<file path="src/hdl/hca_pkg.sv">
package hca_pkg;

   localparam int NODE_W            = 10;
   localparam int DIST_W            = 11;
   localparam int TABLE_DEPTH       = 1024;
   localparam int MAX_NODES_DEFAULT = 1024;

   typedef struct packed {
      logic              action;
      logic [NODE_W-1:0] entry_node;
      logic [NODE_W-1:0] entry_parent;
      logic [NODE_W-1:0] entry_depth;
      logic [NODE_W-1:0] entry_chain_top;
      logic [NODE_W-1:0] first_node;
      logic [NODE_W-1:0] second_node;
   } req_type;

   typedef struct packed {
      logic [NODE_W-1:0] ancestor;
      logic [DIST_W-1:0] distance;
      logic              fault;
   } rsp_type;

   // one table row: all three per-node tables share an address
   typedef struct packed {
      logic [NODE_W-1:0] parent;
      logic [NODE_W-1:0] depth;
      logic [NODE_W-1:0] chain_top;
   } entry_type;

   localparam logic ACTION_WRITE = 1'b0;
   localparam logic ACTION_QUERY = 1'b1;

   typedef enum logic [3:0] {
      ST_IDLE,
      ST_RD_A,
      ST_RD_B,
      ST_RD_TU,
      ST_RD_TV,
      ST_CAP_TV,
      ST_CMP,
      ST_NODE,
      ST_TOPR
   } ctrl_state_type;

   typedef enum logic [2:0] {
      ADDR_ENTRY,
      ADDR_U_NODE,
      ADDR_V_NODE,
      ADDR_U_TOP,
      ADDR_V_TOP,
      ADDR_LIFT,
      ADDR_RD_TOP
   } addr_sel_type;

   typedef struct packed {
      addr_sel_type addr_sel;
      logic         wr;
      logic         ld_query;
      logic         cap_dep_a;
      logic         cap_dep_b;
      logic         cap_u_node;
      logic         cap_v_node;
      logic         cap_u_top;
      logic         cap_v_top;
      logic         lift;
      logic         fin_ok;
      logic         fin_fault;
   } cmd_type;

   typedef struct packed {
      logic tops_equal;
      logic jump_limit;
   } status_type;

endpackage

</file>
<file path="src/hdl/hca_ctrl.sv">
module hca_ctrl (
   input  logic                clock,
   input  logic                reset,
   input  logic                start,
   input  logic                action,
   input  hca_pkg::status_type status,
   output hca_pkg::cmd_type    cmd,
   output logic                busy
);
   import hca_pkg::*;

   ctrl_state_type state_ff, state_in;

   always_ff @(posedge clock) begin
      if (reset) begin
         state_ff <= ST_IDLE;
      end else begin
         state_ff <= state_in;
      end
   end

   always_comb begin
      state_in     = state_ff;
      cmd          = '0;
      cmd.addr_sel = ADDR_U_NODE;
      case (state_ff)
         ST_IDLE: begin
            cmd.addr_sel = ADDR_ENTRY;
            if (start) begin
               if (action == ACTION_QUERY) begin
                  cmd.ld_query = 1'b1;
                  state_in     = ST_RD_A;
               end else begin
                  cmd.wr = 1'b1;
               end
            end
         end
         ST_RD_A: begin
            cmd.addr_sel = ADDR_U_NODE;
            state_in     = ST_RD_B;
         end
         ST_RD_B: begin
            cmd.addr_sel   = ADDR_V_NODE;
            cmd.cap_u_node = 1'b1;
            cmd.cap_dep_a  = 1'b1;
            state_in       = ST_RD_TU;
         end
         ST_RD_TU: begin
            cmd.addr_sel   = ADDR_U_TOP;
            cmd.cap_v_node = 1'b1;
            cmd.cap_dep_b  = 1'b1;
            state_in       = ST_RD_TV;
         end
         ST_RD_TV: begin
            cmd.addr_sel  = ADDR_V_TOP;
            cmd.cap_u_top = 1'b1;
            state_in      = ST_CAP_TV;
         end
         ST_CAP_TV: begin
            cmd.cap_v_top = 1'b1;
            state_in      = ST_CMP;
         end
         ST_CMP: begin
            if (status.tops_equal) begin
               cmd.fin_ok = 1'b1;
               state_in   = ST_IDLE;
            end else if (status.jump_limit) begin
               cmd.fin_fault = 1'b1;
               state_in      = ST_IDLE;
            end else begin
               cmd.addr_sel = ADDR_LIFT;
               cmd.lift     = 1'b1;
               state_in     = ST_NODE;
            end
         end
         ST_NODE: begin
            cmd.addr_sel   = ADDR_RD_TOP;
            cmd.cap_u_node = 1'b1;
            state_in       = ST_TOPR;
         end
         ST_TOPR: begin
            cmd.cap_u_top = 1'b1;
            state_in      = ST_CMP;
         end
         default: begin
            state_in = ST_IDLE;
         end
      endcase
   end

   assign busy = state_ff != ST_IDLE;

endmodule

</file>
<file path="config.mk">
export PLATFORM = sky130hd
export DESIGN_NAME = hca_ctrl
export DESIGN_NICKNAME = d
export VERILOG_FILES = /design/src/hdl/hca_pkg.sv /design/src/hdl/hca_ctrl.sv
export SDC_FILE = /design/constraint.sdc
export NUM_CORES = 1
export LEC_CHECK = 0
export BUFFER_PORTS_ARGS = -buffer_cell sky130_fd_sc_hd__clkbuf_2
export CAP_MARGIN = 20
export CORE_AREA = 2 2 39 41
export CTS_CLUSTER_DIAMETER = 200
export DETAILED_ROUTE_END_ITERATION = 16
export DIE_AREA = 0 0 41 43
export PLACE_DENSITY_LB_ADDON = 0.3
export REMOVE_ABC_BUFFERS = 1
export SETUP_SLACK_MARGIN = 0.3
export SYNTH_ARGS = -nofsm -noshare
export SYNTH_HDL_FRONTEND = slang
export SYNTH_SLANG_ARGS = --single-unit
export TNS_END_PERCENT = 30
</file>
<file path="constraint.sdc">
create_clock -name clock -period 1.1 [get_ports clock]
set_clock_uncertainty 0.05 [all_clocks]
set_input_delay 0.22 -clock clock [delete_from_list [all_inputs] [get_ports clock]]
set_output_delay 0.22 -clock clock [all_outputs]
set_load 0.02 [all_outputs]
</file>
-- After elaboration in Yosys (flattened, before gate mapping)
Cells that the tools add are included.
- output and inout port bits: 15
- word-level logic and storage cells: 40
- bits in registers: 4
- input port bits: 6
- multiplexer cells: 23
- equal/unequal tests: 10
- reduce and logical (&&, ||, !) cells: 6
- operators by type and width (cell ; number):
    4-bit one-hot mux with 8 select lines ; 1
    3-bit one-hot mux with 6 select lines ; 1
    4-bit by 3-bit equality test with 1-bit output, second input constant ; 4
    3-bit two-way mux ; 5
    1-bit two-way mux ; 12
    4-bit by 2-bit equality test with 1-bit output, second input constant ; 2
    4-bit two-way mux ; 2
    2-bit OR reduction ; 3
    4-bit by 1-bit equality test with 1-bit output, second input constant ; 1
    4-bit equality test, second input constant ; 1
    4-bit zero test ; 1
    2-bit two-way mux ; 2
    2-bit inequality test, second input constant ; 2
    4-bit nonzero test ; 1
    2-bit AND reduction ; 1

-- Logic depth before layout (Yosys ltp)
- word-level depth: 3
- gate-level depth with buffers: 4
- gate-level depth less buffers: 3

-- Worst setup path after synthesis
OpenSTA, ideal clock, no wires.
- path kind: register to output
- from: register state_ff[2]
- to: output cmd[0] in the netlist's numbering
- cell stages (with the launch flop): 5
- required time: 0.830 ns
- setup slack: -0.542 ns
- arrival: 1.372 ns
- buffers on the path: 1
- cells stage by stage: dfxtp_1 -> buf_2 -> nor2b_1 -> nand2_1 -> nor3b_1
- RTL lines (what ; RTL line ; source):
    start, declared ; hca_ctrl.sv:12 ; ctrl_state_type state_ff, state_in;
    start signal, assigned ; hca_ctrl.sv:18 ; state_ff <= state_in;
    end, declared ; hca_ctrl.sv:7 ; output hca_pkg::cmd_type cmd,

==> Flow_metrics.wiki <==
{| class="wikitable"
! Metric !! Value
|-
| Outcome || finished, violations left
|-
| Violated checks || negative setup slack
|-
| Kind of path behind the tightest hold check || input pin to flop
|-
| Finished layout cell area || around 900 µm²
|-
| Power density of the placed cells || 658 nW/µm²
|-
| Largest stage delay on the critical path || 0.36 ns
|-
| Hold WS || 0.118 ns
|-
| Most numerous cell in the Yosys netlist || sky130_fd_sc_hd__nor3_1
|-
| Sum of negative setup slack || -7.60 ns
|-
| Buffers and inverters on the worst path || 2
|-
| Nets || 110
|-
| Die outline width || 41 µm
|-
| Core outline area || roughly 1400 µm²
|-
| Buffer cell driving the clock tree root || sky130_fd_sc_hd__clkbuf_4
|-
| Final RePlAce weighted congestion || 0.736
|-
| Register with the highest flop count || state_ff
|-
| Share of the clock period used by the worst path after layout || 148%
|-
| Number of antenna diodes || 0
|-
| Antenna-violating nets left || 0
|-
| Pleak || 0.440 nW
|-
| Post-layout util || 64.9%
|-
| Hold Crit Endpoint || state_ff[3]$_SDFFE_PP0P_
|-
| Vias || 596
|-
| Top cell type by total area after synthesis || sky130_fd_sc_hd__dfxtp_1
|-
| Timing-limited maximum frequency || just over 600 MHz
|-
| Capture point of the worst reg-to-reg path || state_ff[2]$_SDFFE_PP0P_
|-
| Mean Syn Cell Area || 6.97 µm²
|-
| RSZ-0062 raised after global routing || yes
|-
| Number of I/O port buffers || 20
|-
| Overall power consumption || just under 0.6 mW
|-
| Full die area || 1760 µm²
|-
| Slack of the worst reg-to-reg path || -0.44 ns
|-
| Flip-flop count of the largest register, all copies and words added || 4
|-
| Number of vias per cell after detailed routing || 5.05
|-
| Total Wirelength || 1.62 mm
|-
| Mean routed wirelength per cell || roughly 14 µm
|-
| Vias in the first global route || 499
|-
| TritonCTS clock tree || done
|-
| Proportion of register bits with asynchronous set or reset after synthesis || 0%
|-
| Die span in y || 43 µm
|-
| Count of cell types in the netlist || 26
|-
| Clock latency on the worst-skew pair || between 0.2 and 0.25 ns
|-
| Kind of start point of the critical path || flop
|-
| CP Capture Type || output pin
|-
| List of cells traversed by the critical path || nor4_4, buf_4, and3_4, buf_8
|-
| YS warnings || 0
|-
| Tightest slew margin relative to the limit || between 80% and 90%
|-
| CTS clock-pin slew for the worst setup and hold paths || 0.04 ns
|-
| Most frequently used flop master after synthesis || sky130_fd_sc_hd__dfxtp_1
|-
| DR iter-0 viols || 8
|-
| Clock sinks || 4
|-
| Router iterations before antenna repair || 2
|-
| Max-cap violations || 0
|-
| Hold Buf Count CTS || 0
|-
| Maximum buffer depth of the clock tree || 2
|-
| Post-route minimum period || 1.63 ns
|-
| Count of standard-cell rows || 14
|-
| Number of placed I/O pins || 21
|-
| Maximum resistive drop on vdd || 0.429 mV
|-
| Wire length of the first global-routing pass || 1.98 mm
|-
| Number of flip-flops and latches in the synthesized netlist || 4
|-
| Slew @ Worst Pin || 0.242 ns
|-
| Share of final-layout standard cells stronger than drive strength 1 || 75.5%
|-
| Kind of cell adding the most delay to the critical path || simple AND/OR/NAND/NOR gates
|-
| TritonCTS Buffers || 3
|-
| Final WS setup || -0.526 ns
|-
| Initial cell density of the core || between 20% and 30%
|-
| Share of synthesized area occupied by flip-flops and latches || between 20% and 30%
|-
| Worst reg2reg startpoint || state_ff[0]$_SDFFE_PP0P_
|-
| H-tree levels || 1
|-
| Area growth from synthesis to final layout || 130%
|-
| Antenna violations before repair || 0
|-
| Number of cells traversed by the worst hold path || 2
|-
| DRC violation count after routing || 0
|-
| Total routing resource utilization after global routing || 16.2%
|-
| Largest net degree at the start of global routing || 15
|-
| Crit path DAT || 1.36 ns
|-
| DP Wirelength || 902 µm
|-
| Fin. max-slew vios || 0
|-
| Synthesized netlist cell count || 56
|-
| Post-Place Cell Area || approximately 630 µm²
|-
| Leading post-synthesis cells by cell area || sky130_fd_sc_hd__dfxtp_1 (21%), sky130_fd_sc_hd__nor3_1 (10%), sky130_fd_sc_hd__nor2b_1 (6.4%), sky130_fd_sc_hd__nand2_1 (5.8%), sky130_fd_sc_hd__a21oi_1 (5.1%)
|-
| Most frequent cells after synthesis || sky130_fd_sc_hd__nor3_1 (8), sky130_fd_sc_hd__nand2_1 (6)
|-
| Netlist area before placement || approximately 390 µm²
|-
| Regs by FF count || state_ff (4)
|-
| Final count of negative-setup-slack endpoints || 19
|-
| Hold violation count in the final report || 0
|-
| Number of flops mapped to enable cells by yosys || 0
|-
| Yosys top cell area share || 20.5%
|-
| Req. time, crit path || roughly 0.83 ns
|-
| Number of cells on the worst reg-to-reg path || 5
|-
| Kind of critical path || flop to output pin
|-
| Overall overflow remaining after global route || 0
|-
| Launch instance of the worst min-delay path || reset
|-
| Max stage delay cell, worst path || sky130_fd_sc_hd__dfxtp_4
|-
| Top fanout value on the critical path || 4
|}
logic make-up after synthesis:
group                  after synthesis  synth area share [%]
AO/OA/AOI/OAI                        9                  15.7
AND/OR/NAND/NOR                     34                  50.3
XOR/XNOR                             2                  4.49
flip-flops                           4                  20.5
buffers and inverters                7                  8.98
layout by cell type (no fill, tap or decap), types with 2 or more instances in the layout:
| cell | n |
|---|---|
| sky130_fd_sc_hd__nor2b_4 | 2 |
| sky130_fd_sc_hd__buf_6 | 8 |
| sky130_fd_sc_hd__buf_2 | 2 |
| sky130_fd_sc_hd__buf_4 | 30 |
| sky130_fd_sc_hd__clkbuf_2 | 7 |
| sky130_fd_sc_hd__a21oi_1 | 3 |
| sky130_fd_sc_hd__nor3_1 | 2 |
| sky130_fd_sc_hd__nand2_2 | 2 |
| sky130_fd_sc_hd__clkbuf_4 | 3 |
| sky130_fd_sc_hd__nor3_2 | 5 |
| sky130_fd_sc_hd__dfxtp_4 | 4 |
| sky130_fd_sc_hd__nor2_2 | 2 |
| sky130_fd_sc_hd__nor2_1 | 2 |
| sky130_fd_sc_hd__nand2_1 | 3 |
final cells by class:
cell class / count / area (µm²)
clock buffer: 3 / 22.5
fill: 117 / 485
inverter: 2 / 10.0
multi-input combinational: 45 / 375
sequential: 4 / 95.1
tap: 16 / 20.0
timing repair buffer: 48 / 375
where the power goes:
| part | switching, mW | total (mW) | internal [mW] | leakage (nW) |
|---|---|---|---|---|
| Combinational | 0.116 | 0.255 | 0.140 | 0.391 |
| Sequential | 0.0123 | 0.158 | 0.146 | 0.0355 |
| Clock | 0.0556 | 0.177 | 0.122 | 0.0138 |
how the worst max path moves through the flow:
| stage | start | to | slack (ns) | cells after the start |
|---|---|---|---|---|
| 2_1_floorplan | state_ff[2]$_SDFFE_PP0P_ | cmd[0] | -0.53 | 3 |
| 3_3_place_gp | state_ff[0]$_SDFFE_PP0P_ | cmd[6] | -0.31 | 4 |
| 3_5_place_dp | state_ff[0]$_SDFFE_PP0P_ | cmd[6] | -0.37 | 4 |
| 4_1_cts | state_ff[1]$_SDFFE_PP0P_ | cmd[10] | -0.49 | 5 |
| 5_1_grt | state_ff[0]$_SDFFE_PP0P_ | cmd[10] | -0.60 | 5 |
| 6_report | state_ff[0]$_SDFFE_PP0P_ | cmd[9] | -0.53 | 4 |
stage by stage:
stage | worst slack [ns] | cells
detailed placement | -0.368 | 106
CTS | -0.491 | 109
global placement | -0.307 | 106
global route | -0.601 | 118
floorplan | -0.529 | 51
finish | -0.526 | 118
per-layer routing:
layer / wire length, µm / global-route usage, % / vias to the layer above / part of all wire [%]
met5: 0 / 0 / - / 0
met4: 37 / 10.0 / 0 / 2.3
met3: 67 / 1.57 / 6 / 4.1
met2: 845 / 28.1 / 19 / 52
met1: 665 / 17.3 / 280 / 41
li1: - / - / 291 / -
what timing repair did:
item / CTS / global route
setup buffers: 0 / 9
endpoints found under the setup margin: 19 / 19
pin swaps: 4 / 6
resized for setup: 24 / 45
(Power assumes the default switching activity.)
